==> src/sv/ea2r_pkg.sv <==
package ea2r_pkg;

  localparam int CORDIC_STEPS = 32;
  localparam int XY_BITS      = 36;
  localparam int Z_BITS       = 34;

  localparam logic signed [XY_BITS-1:0] CORDIC_GAIN  = 36'sd2608131496;
  localparam logic signed [Z_BITS-1:0]  QUARTER_TURN = 34'sd1073741824;
  localparam logic signed [Z_BITS-1:0]  HALF_TURN    = 34'sd2147483648;

  localparam logic [31:0] ATAN_STEPS [CORDIC_STEPS] = '{
    32'd536870912, 32'd316933406, 32'd167458907, 32'd85004756, 32'd42667331,
    32'd21354465, 32'd10679838, 32'd5340245, 32'd2670163, 32'd1335087,
    32'd667544, 32'd333772, 32'd166886, 32'd83443, 32'd41722, 32'd20861,
    32'd10430, 32'd5215, 32'd2608, 32'd1304, 32'd652, 32'd326, 32'd163,
    32'd81, 32'd41, 32'd20, 32'd10, 32'd5, 32'd3, 32'd1, 32'd1, 32'd0
  };

  // one angle in flight through the rotation chain
  typedef struct packed {
    logic signed [XY_BITS-1:0] x;
    logic signed [XY_BITS-1:0] y;
    logic signed [Z_BITS-1:0]  z;
    logic                      flip;
  } ea2r_lane_t;

endpackage

==> src/sv/ea2r_cordic_cell.sv <==
module ea2r_cordic_cell #(
  parameter int IDX = 0
) (
  input  logic                clk,
  input  ea2r_pkg::ea2r_lane_t lane_in,
  output ea2r_pkg::ea2r_lane_t lane_out
);

  localparam logic signed [ea2r_pkg::Z_BITS-1:0] ATAN =
    ea2r_pkg::Z_BITS'(ea2r_pkg::ATAN_STEPS[IDX]);

  ea2r_pkg::ea2r_lane_t lane_r, lane_nxt;
  logic signed [ea2r_pkg::XY_BITS-1:0] dx, dy;

  always_comb begin
    dx = lane_in.y >>> IDX;
    dy = lane_in.x >>> IDX;
    lane_nxt.flip = lane_in.flip;
    if (!lane_in.z[ea2r_pkg::Z_BITS-1]) begin
      lane_nxt.x = lane_in.x - dx;
      lane_nxt.y = lane_in.y + dy;
      lane_nxt.z = lane_in.z - ATAN;
    end else begin
      lane_nxt.x = lane_in.x + dx;
      lane_nxt.y = lane_in.y - dy;
      lane_nxt.z = lane_in.z + ATAN;
    end
  end

  always_ff @(posedge clk) begin
    lane_r <= lane_nxt;
  end

  assign lane_out = lane_r;

endmodule

==> config.mk <==
export PLATFORM = sky130hd
export DESIGN_NAME = ea2r_cordic_cell
export DESIGN_NICKNAME = d
export VERILOG_FILES = /design/src/sv/ea2r_pkg.sv /design/src/sv/ea2r_cordic_cell.sv
export SDC_FILE = /design/constraint.sdc
export NUM_CORES = 1
export LEC_CHECK = 0
export ABC_AREA = 1
export BUFFER_PORTS_ARGS = -buffer_cell sky130_fd_sc_hd__buf_2
export CELL_PAD_IN_SITES_DETAIL_PLACEMENT = 1
export CELL_PAD_IN_SITES_GLOBAL_PLACEMENT = 2
export CORE_MARGIN = 4
export CORE_UTILIZATION = 29
export CTS_CLUSTER_DIAMETER = 50
export DETAILED_ROUTE_END_ITERATION = 8
export GPL_TIMING_DRIVEN = 0
export PLACE_DENSITY_LB_ADDON = 0.1
export SETUP_SLACK_MARGIN = 0.15
export SLEW_MARGIN = 20
export SYNTH_ARGS = -nofsm -noshare
export SYNTH_HDL_FRONTEND = slang
export SYNTH_SLANG_ARGS = --single-unit
==> constraint.sdc <==
create_clock -name clk -period 2.05 [get_ports clk]
set_input_delay 0.3075 -clock clk [delete_from_list [all_inputs] [get_ports clk]]
set_output_delay 0.3075 -clock clk [all_outputs]
set_load 0.02 [all_outputs]
==> results.md, run 1 <==
- Outcome: finished clean
- Leak: 7.34 nW
- Yosys Warn Count: 0
- Worst hold path class: primary input to register
- TritonCTS buffer count: 9
- Nets: about 2200
- Via/cell ratio: around 5.0
- Sequential area share after synthesis: a little over a fifth
- GP Congestion: 0.931
- CTS tree: yes
- Hold Path Depth: 1
- # rows: 67
- Post-synth net total: around 1900
- Synth cell types: 41
- CP most frequent cell: nand2_1
- Clock Path Buffers: 2
- Largest register FFs: between 100 and 150
- MaxCap Viol Count: 0
- Clock root cell: clkbuf_16
- Clk pwr share: between 20 and 25%
- Critical Path AT: roughly 2.2 ns
- DRC viols: 0
- Final hold viol count: 0
- Post-Syn Instances: around 1700
- Crit path cell chain: buf_2 > ha_4 > buf_12 > clkinvlp_4 > a21oi_4 > inv_2 > a21oi_2 > nand2_2 > nand2_2 > nand2_4 > nand2_4 > nand2_1 > nand2_1 > nand3_1 > nand2_1
- Worst-Margin Slew: ~1.2 ns
- Growth of design area from synthesis to finish: 48.7%
- Crit Path Class: primary input to register
- Hold Path End: lane_out[29]$_DFF_P_
- Peak supply drop: 0.474 mV
- CP Capture Type: register
- F_max: between 0.5 and 0.6 GHz
- Critical Path Max Stage Delay: between 0.2 and 0.3 ns
- Initial antenna violation count: 0
- Crit-path slowest cell: ha_4
- Aggregate global routing overflow: 0
- Multi-input logic area: about 0.0086 sq mm
- Sw Share: between 40% and 50%
- Core area: 0.0339 sq mm
- Pre-CTS WS: -0.662 ns
- Die W: between 150 and 200 um
- Wire length per cell: between 20 and 25 um
- Final HPWL DP: 41300 um
- Starting Density: between 20% and 30%
- Slew Limit Fails: 0
- Final wirelength: 50700 um
- Buffers on Ports: ~210
- Final Power: just over 9 mW
- WP data required: roughly 2.4 ns
- Cell Pwr Density: a little over 600 mW/mm^2
- Clock transition at path regs: about 0.1 ns
- Final setup fails: 0
- Logic pwr share: between 50% and 60%
- Final ANT Viol Nets: 0
- Layout cell share with drive strength beyond 1: between 30% and 40%
- Drt first pass iters: 5
- First-pass GRT wire length: around 72000 um
- DIE AREA: about 0.038 sq mm
- Design internal power: 4.99 mW
- Vias in the first global route: 12200
- Gr usage total: roughly a quarter
- DP Area: 0.0117 sq mm
- FF/Latch Area: about 0.0021 sq mm
- Top-Level Pins: around 220
- Fin area: around 0.015 sq mm
- Filler cells: 4358
- Sequential share of power: between 20% and 30%
- Hold Path Origin: lane_in[29]
- Element type at the critical path start: primary input
- Switching pwr: a little over 4 mW
- Worst slew margin: between 20% and 30%
- Top cell family by delay on the critical path: simple AND/OR/NAND/NOR gates
- FF+latch count, synth: between 100 and 150
- RSZ-0062 raised after global routing: true
- # diodes: 0
- Worst path bufs/invs: 4
- Syn avg cell area: just over 6 sq um
- Via count: 12200
- H-tree levels: 3
- Slack of the critical path: ~0.18 ns
- CP Max Fanout: 8
- Largest net degree at the start of global routing: 21
- Min Tclk post-route: ~1.9 ns
- Fin crit share: just over 90%
- # clock sinks: ~110
- Mapped Area: approximately 0.01 sq mm
- 1st-iter DRT viols: about 500
- Die Span Y: around 190 um
[repair_timing]
item | 4_1_cts | 5_1_grt
gates resized for setup | 179 | 417
endpoints found under the hold margin | 5 | 0
buffers inserted | 16 | 77
endpoints found under the setup margin | 52 | 54
pin swaps | 18 | 113
hold buffers | 5 | 0
cloned | 0 | 5
[metal layers]
| metal | part of all wire (%) | track usage [%] |
|---|---|---|
| met4 | 2.5 | 7.66 |
| met5 | 0 | 0 |
| met1 | 47 | 34.6 |
| met3 | 4.4 | 3.65 |
| met2 | 46 | 40.8 |
[cells in the mapped netlist, drive strengths merged]
library cell  instances  area share (%)
a21boi                4            0.30
a21o                  8            0.60
a21oi               135             6.9
a31oi                 2            0.12
and2                  2            0.14
buf                  38             2.7
clkbuf                8            0.30
dfxtp               106              21
fa                    4            0.80
ha                  108              13
inv                 247             9.2
nand2               476              18
nand3               156             7.9
nand3b                1           0.075
nand4                 8            0.50
nor2                157             6.4
nor3                 19             1.1
nor4                  3            0.31
o211ai                2            0.15
o21a                  2            0.15
o21ai               102             5.1
o21bai               15             1.1
o22ai                 7            0.44
o31ai                 2            0.15
or2                   6            0.37
xor2                 32             2.8
[per-stage QoR]
step                      util (%)  TNS [ns]  hold slack, ns  std cells
after floorplan                  -         0           0.335       1650
after global placement        34.5    -26.57           0.410       2311
after detailed placement      34.5    -26.38           0.412       2311
after CTS                     37.6         0        0.000330       2348
after global routing          44.1         0         0.00378       2430
final                         44.1         0          0.0188       2430
[kinds of logic (layout without fill, tap and decap cells)]
family,after synthesis,in the layout,synth area share (%)
simple gates,828,828,34.6
flops,106,106,21.1
compound gates,279,279,15.0
xor+xnor,32,32,2.79
fa+ha+maj,112,112,14.2
buf+inv,293,625,12.2
[layout make-up]
cell class | instances | area share, %
multi-input cells | 1251 | 57.2
flip-flops and latches | 106 | 14.2
repair buffers | 316 | 12.9
inverters | 247 | 6.77
well taps | 448 | 3.75
plain buffers | 46 | 3.04
clock buffers | 9 | 1.51
clock inverters | 7 | 0.620
[power by group through the flow]
stage                     clock network [mW]  logic, mW  registers, mW
final                                   1.96       4.68           2.43
after global routing                    2.11       5.05           2.46
after CTS                               2.05       3.82           2.43
after detailed placement                   0       3.53           2.48
after global placement                     0       3.50           2.47
after floorplan                            0       1.78           2.88
[layout by cell type (no fill, tap or decap), drive strengths merged, types with 15 or more instances in the layout]
cell type,n
nand2,476
buf,345
inv,233
nor2,157
nand3,156
a21oi,135
ha,108
dfxtp,106
o21ai,102
xor2,32
clkbuf,21
nor3,19
clkinvlp,17
o21bai,15
[worst max path at each step]
| stage | startpoint | endpoint | slack [ns] | cells past startpoint |
|---|---|---|---|---|
| after detailed placement | lane_in[35] | lane_out[67]$_DFF_P_ | -0.66 | 14 |
| after global placement | lane_in[35] | lane_out[67]$_DFF_P_ | -0.67 | 14 |
| after CTS | lane_in[53] | lane_out[104]$_DFF_P_ | 0.12 | 12 |
| final | lane_in[78] | lane_out[57]$_DFF_P_ | 0.18 | 15 |
| after global routing | lane_in[54] | lane_out[103]$_DFF_P_ | 0.07 | 14 |
| after floorplan | lane_in[35] | lane_out[103]$_DFF_P_ | 0.16 | 13 |
Power figures use the tool's default switching activity.
==> inputs of run 2 (changes only) <==
--- a/config.mk
+++ b/config.mk
@@ -6,6 +6,7 @@
 export NUM_CORES = 1
 export LEC_CHECK = 0
 export ABC_AREA = 1
+export ABC_CLOCK_PERIOD_IN_PS = 2050
 export BUFFER_PORTS_ARGS = -buffer_cell sky130_fd_sc_hd__buf_2
 export CELL_PAD_IN_SITES_DETAIL_PLACEMENT = 1
 export CELL_PAD_IN_SITES_GLOBAL_PLACEMENT = 2
@@ -14,7 +15,7 @@
 export CTS_CLUSTER_DIAMETER = 50
 export DETAILED_ROUTE_END_ITERATION = 8
 export GPL_TIMING_DRIVEN = 0
-export PLACE_DENSITY_LB_ADDON = 0.1
+export PLACE_DENSITY_LB_ADDON = 0.3
 export SETUP_SLACK_MARGIN = 0.15
 export SLEW_MARGIN = 20
 export SYNTH_ARGS = -nofsm -noshare
==> results.md, run 2 (synthesized netlist as in run 1, its figures left out) <==
- Element type at the critical path start: primary input (unchanged)
- TritonCTS buffer count: 9 (unchanged)
- Crit Path Class: primary input to register (unchanged)
- F_max: 0.523 GHz (was 0.534 GHz)
- Vias in the first global route: 12200 (about the same)
- Buffers on Ports: 213 (unchanged)
- Gr usage total: 24.8% (was 25.1%)
- First-pass GRT wire length: 71400 um (was 72300 um)
- Min Tclk post-route: 1.91 ns (was 1.87 ns)
- # clock sinks: 106 (unchanged)
- Die W: 194 um (unchanged)
- WP data required: 2.33 ns (was 2.40 ns)
- Starting Density: 29.7% (unchanged)
- Crit path cell chain: buf_2 > inv_1 > ha_1 > buf_6 > nand2_2 > nor2_4 > nand2_4 > nor2_4 > inv_1 > nor3_2 > nor2_1 > nand2_1 > nand2_1 > nand3_1 > nand2_1 (was buf_2 > ha_4 > buf_12 > clkinvlp_4 > a21oi_4 > inv_2 > a21oi_2 > nand2_2 > nand2_2 > nand2_4 > nand2_4 > nand2_1 > nand2_1 > nand3_1 > nand2_1)
- Aggregate global routing overflow: 0 (unchanged)
- Clock root cell: clkbuf_16 (unchanged)
- Cell Pwr Density: 628 mW/mm^2 (was 607 mW/mm^2)
- Final HPWL DP: 40100 um (was 41300 um)
- # hold bufs at CTS: 0 (was 5)
- Leak: 7.04 nW (was 7.34 nW)
- RSZ-0062 raised after global routing: true (unchanged)
- GP Congestion: 0.926 (was 0.931)
- 1st-iter DRT viols: 725 (was 498)
- Crit-path slowest cell: ha_1 (was ha_4)
- Die Span Y: 194 um (unchanged)
- Drt first pass iters: 5 (unchanged)
- Critical Path AT: 2.19 ns (was 2.22 ns)
- Commonest non-fill, non-tap cell in the layout: nand2_1 (unchanged)
- Largest net degree at the start of global routing: 20 (was 21)
- Growth of design area from synthesis to finish: 40.9% (was 48.7%)
- Core area: 0.0339 sq mm (unchanged)
- Hold Path Origin: lane_in[6] (was lane_in[29])
- Initial antenna violation count: 0 (unchanged)
- Worst slew margin: 18.2% (was 21.5%)
- # rows: 67 (unchanged)
- Hold Path End: lane_out[6]$_DFF_P_ (was lane_out[29]$_DFF_P_)
- DRC viols: 0 (unchanged)
- DIE AREA: 0.0377 sq mm (unchanged)
- Final Power: 8.90 mW (was 9.07 mW)
- Fin crit share: 93.2% (was 91.3%)
- Layout cell share with drive strength beyond 1: 35.3% (was 39.9%)
- # diodes: 0 (unchanged)
- Peak supply drop: 0.528 mV (was 0.474 mV)
- Commonest non-fill, non-tap cells in the layout: 384 x nand2_1, 219 x buf_2, 207 x inv_1 (was 354 x nand2_1, 211 x buf_2, 204 x inv_1)
- Worst hold path class: primary input to register (unchanged)
- CP most frequent cell: nand2_1 (unchanged)
- Outcome: finished clean (unchanged)
- CP Max Fanout: 7 (was 8)
- Via count: 12100 (was 12200)
- Clock Path Buffers: 2 (unchanged)
- Hold Path Depth: 1 (unchanged)
- Top cell family by delay on the critical path: simple AND/OR/NAND/NOR gates (unchanged)
- Final core utilization: 41.8% (was 44.1%)
- Worst path bufs/invs: 4 (unchanged)
- Final setup fails: 0 (unchanged)
- Final hold viol count: 0 (unchanged)
- Final ANT Viol Nets: 0 (unchanged)
- CTS tree: yes (unchanged)
- Critical Path Max Stage Delay: 0.29 ns (was 0.27 ns)
- Worst-Margin Slew: 1.23 ns (was 1.18 ns)
- Top-Level Pins: 215 (unchanged)
- Total negative slack: 0 ns (unchanged)
- Via/cell ratio: 5.03 (was 5.02)
- Nets: 2169 (was 2197)
- H-tree levels: 3 (unchanged)
- Wire length per cell: 20.7 um (was 20.9 um)
- Largest register FFs: 106 (unchanged)
- Final wirelength: 49700 um (was 50700 um)
- CP Capture Type: register (unchanged)
- MaxCap Viol Count: 0 (unchanged)
- Slew Limit Fails: 0 (unchanged)
- Clock transition at path regs: 0.07 ns (was 0.10 ns)
[run 2: changes by cell type in the layout (fill, tap and decap cells not counted), sizes merged]
cell / before / now
buf: 345 / 325
bufinv: 1 / 2
dlygate4sd3: 5 / 0
clkbuf: 21 / 18
clkinv: 3 / 1
clkinvlp: 17 / 16
inv: 233 / 235
[run 2: repair_timing]
item	CTS	global route
gates cloned	0	5
buffers inserted	17	53
endpoints found under the setup margin	49	52
resized for setup	158	301
pin swaps	17	72
[run 2: worst max path at each step]
stage | from | to | slack [ns] | depth (start not counted)
after floorplan | lane_in[35] | lane_out[103]$_DFF_P_ | 0.16 | 13
after global placement | lane_in[56] | lane_out[101]$_DFF_P_ | -0.66 | 13
after detailed placement | lane_in[56] | lane_out[65]$_DFF_P_ | -0.69 | 13
after CTS | lane_in[59] | lane_out[106]$_DFF_P_ | 0.1 | 12
after global routing | lane_in[41] | lane_out[97]$_DFF_P_ | 0.07 | 15
final | lane_in[54] | lane_out[70]$_DFF_P_ | 0.14 | 15
[run 2: routing by layer]
layer / global-route usage, % / part of all wire [%] / vias up
met5: 0 / 0 / -
met4: 6.43 / 2.0 / 0
met3: 2.97 / 5.1 / 56
met2: 41.8 / 47 / 352
met1: 33.6 / 46 / 5834
li1: - / - / 5835
[run 2: final cells by class]
cell class / count / area [sq um]
fill: 4420 / 19700
multi-input combinational: 1251 / 8100
sequential: 106 / 2120
timing repair buffer: 288 / 1630
inverter: 247 / 992
tap: 448 / 561
buffer: 46 / 422
clock buffer: 9 / 225
clock inverter: 7 / 111
[run 2: metrics by stage]
step	setup WS (ns)	cell area (sq um)	hold WS, ns	instances
after detailed placement	-0.688	11700	0.411	2311
final	0.139	14200	0.0222	2402
after floorplan	0.157	10000	0.335	1650
after global placement	-0.660	11700	0.410	2311
after global routing	0.0703	14200	0.00459	2402
after CTS	0.0977	12600	0.000651	2344
[run 2: power by group]
| group | switching, mW | internal [mW] |
|---|---|---|
| clock | 1.00 | 1.10 |
| sequential | 0.0664 | 2.36 |
| combinational | 2.88 | 1.49 |
| total | 3.95 | 4.95 |
==> inputs of run 3 (changes only) <==
==> constraint.sdc (replaced) <==
create_clock -name clk -period 2.05 [get_ports clk]
set_input_delay 0.205 -clock clk [delete_from_list [all_inputs] [get_ports clk]]
set_output_delay 0.205 -clock clk [all_outputs]
set_load 0.02 [all_outputs]
==> results.md, run 3 (synthesized netlist as in run 1, its figures left out) <==
- Outcome: finished clean (unchanged)
- Via count: 11800 (was 12100)
- Slack of the critical path: 0.176 ns (was 0.139 ns)
- H-tree levels: 3 (unchanged)
- Clock root cell: clkbuf_16 (unchanged)
- F_max: 0.534 GHz (was 0.523 GHz)
- Clock Path Buffers: 2 (unchanged)
- Initial antenna violation count: 0 (unchanged)
- Critical Path Max Stage Delay: 0.29 ns (about the same)
- # rows: 67 (unchanged)
- CTS tree: yes (unchanged)
- DRC viols: 0 (unchanged)
- RSZ-0062 raised after global routing: true (unchanged)
- Leak: 6.79 nW (was 7.04 nW)
- 1st-iter DRT viols: 547 (was 725)
- FF/Latch Area: 0.00212 sq mm (unchanged)
- Crit-path slowest cell: ha_1 (unchanged)
- Worst hold path class: primary input to register (unchanged)
- Via/cell ratio: 4.95 (was 5.03)
- Slew Limit Fails: 0 (unchanged)
- Peak supply drop: 0.476 mV (was 0.528 mV)
- Die Span Y: 194 um (unchanged)
- Crit path cell chain: buf_2 > inv_1 > ha_1 > buf_6 > clkinvlp_4 > a21oi_4 > o21ai_1 > a21oi_2 > nor2_1 > nor2_1 > nand3_1 > nand3_1 > nand2_1 (was buf_2 > inv_1 > ha_1 > buf_6 > nand2_2 > nor2_4 > nand2_4 > nor2_4 > inv_1 > nor3_2 > nor2_1 > nand2_1 > nand2_1 > nand3_1 > nand2_1)
- Min Tclk post-route: 1.87 ns (was 1.91 ns)
- # clock sinks: 106 (unchanged)
- Growth of design area from synthesis to finish: 33.7% (was 40.9%)
- Critical Path End: lane_out[65]$_DFF_P_ (was lane_out[70]$_DFF_P_)
- Final HPWL DP: 40100 um (unchanged)
- Commonest non-fill, non-tap cells in the layout: 423 x nand2_1, 220 x inv_1, 219 x buf_2 (was 384 x nand2_1, 219 x buf_2, 207 x inv_1)
- Largest register FFs: 106 (unchanged)
- Commonest non-fill, non-tap cell in the layout: nand2_1 (unchanged)
- Top-Level Pins: 215 (unchanged)
- Pre-CTS WS: -0.586 ns (was -0.688 ns)
- Buffers on Ports: 213 (unchanged)
- GP Congestion: 0.926 (unchanged)
- Largest net degree at the start of global routing: 20 (unchanged)
- Worst-Margin Slew: 1.03 ns (was 1.23 ns)
- Aggregate global routing overflow: 0 (unchanged)
- Final setup fails: 0 (unchanged)
- Worst slew margin: 31.1% (was 18.2%)
- Nets: 2163 (was 2169)
- Final hold viol count: 0 (unchanged)
- Fin area: 0.0134 sq mm (was 0.0142 sq mm)
- WP data required: 2.33 ns (about the same)
- DIE AREA: 0.0377 sq mm (unchanged)
- DP Area: 0.0117 sq mm (unchanged)
- Vias in the first global route: 12200 (about the same)
- Layout cell share with drive strength beyond 1: 27.9% (was 35.3%)
- CP Depth: 13 (was 15)
- Drt first pass iters: 5 (unchanged)
- Hold Path Origin: lane_in[30] (was lane_in[6])
- Wire length per cell: 20.4 um (was 20.7 um)
- Core area: 0.0339 sq mm (unchanged)
- Cell Pwr Density: 636 mW/mm^2 (was 628 mW/mm^2)
- Final ANT Viol Nets: 0 (unchanged)
- CP Capture Type: register (unchanged)
- CP Max Fanout: 8 (was 7)
- Filler cells: 4494 (was 4420)
- Starting Density: 29.7% (unchanged)
- Critical Path AT: 2.16 ns (was 2.19 ns)
- Worst path bufs/invs: 4 (unchanged)
- Element type at the critical path start: primary input (unchanged)
- Top cell family by delay on the critical path: compound AO/OA/AOI/OAI gates (was simple AND/OR/NAND/NOR gates)
- # diodes: 0 (unchanged)
- Worst setup startpoint: lane_in[54] (unchanged)
- Crit Path Class: primary input to register (unchanged)
- Clock transition at path regs: 0.09 ns (was 0.07 ns)
- MaxCap Viol Count: 0 (unchanged)
- Multi-input logic area: 0.00743 sq mm (was 0.00810 sq mm)
- TritonCTS buffer count: 9 (unchanged)
- First-pass GRT wire length: 71600 um (was 71400 um)
- Gr usage total: 24.8% (about the same)
- Final wirelength: 48800 um (was 49700 um)
- Die W: 194 um (unchanged)
- Fin crit share: 91.4% (was 93.2%)
run 3: repair_timing:
action / in CTS / in global routing
setup endpoints to repair: 37 / 50
hold endpoints to repair: 30 / 0
pin swaps: 2 / 23
resized for setup: 64 / 201
buffers inserted: 3 / 35
hold buffers: 30 / 0
gates cloned: 0 / 1
run 3: report_power, final:
part	switching, mW	internal (mW)	total (mW)
logic	2.70	1.32	4.02
clock network	0.995	1.10	2.09
registers	0.0670	2.36	2.43
run 3: worst min-delay path by stage:
stage                                end  slack, ns  depth (start not counted)
floorplan            lane_out[0]$_DFF_P_       0.23                          0
global placement    lane_out[17]$_DFF_P_       0.31                          1
detailed placement  lane_out[13]$_DFF_P_       0.31                          1
CTS                 lane_out[30]$_DFF_P_      0.005                          2
global route        lane_out[30]$_DFF_P_       0.02                          2
finish              lane_out[30]$_DFF_P_       0.03                          2
run 3: cell type report:
type,count,share of cell area [%]
clock buffer,9,1.68
clock inverter,7,0.829
sequential,106,15.8
timing repair buffer,282,12.3
tap,448,4.17
multi-input combinational,1251,55.3
buffer,46,2.60
inverter,247,7.28
run 3: metrics by stage:
step | std cells | power (mW) | setup TNS (ns) | hold WS, ns | util (%)
floorplan | 1650 | 4.66 | 0 | 0.233 | -
global placement | 2311 | 5.93 | -15.82 | 0.307 | 34.5
detailed placement | 2311 | 5.98 | -17.22 | 0.309 | 34.5
CTS | 2360 | 8.26 | 0 | 0.00486 | 37.0
global route | 2396 | 9.10 | 0 | 0.0176 | 39.7
finish | 2396 | 8.54 | 0 | 0.0318 | 39.7
run 3: layer usage:
layer / up-vias / wire length, um / GRT usage (%)
met5: - / 0 / 0
met4: 0 / 866 / 6.28
met3: 41 / 2530 / 3.11
met2: 311 / 22900 / 42.0
met1: 5686 / 22500 / 33.7
li1: 5811 / - / -
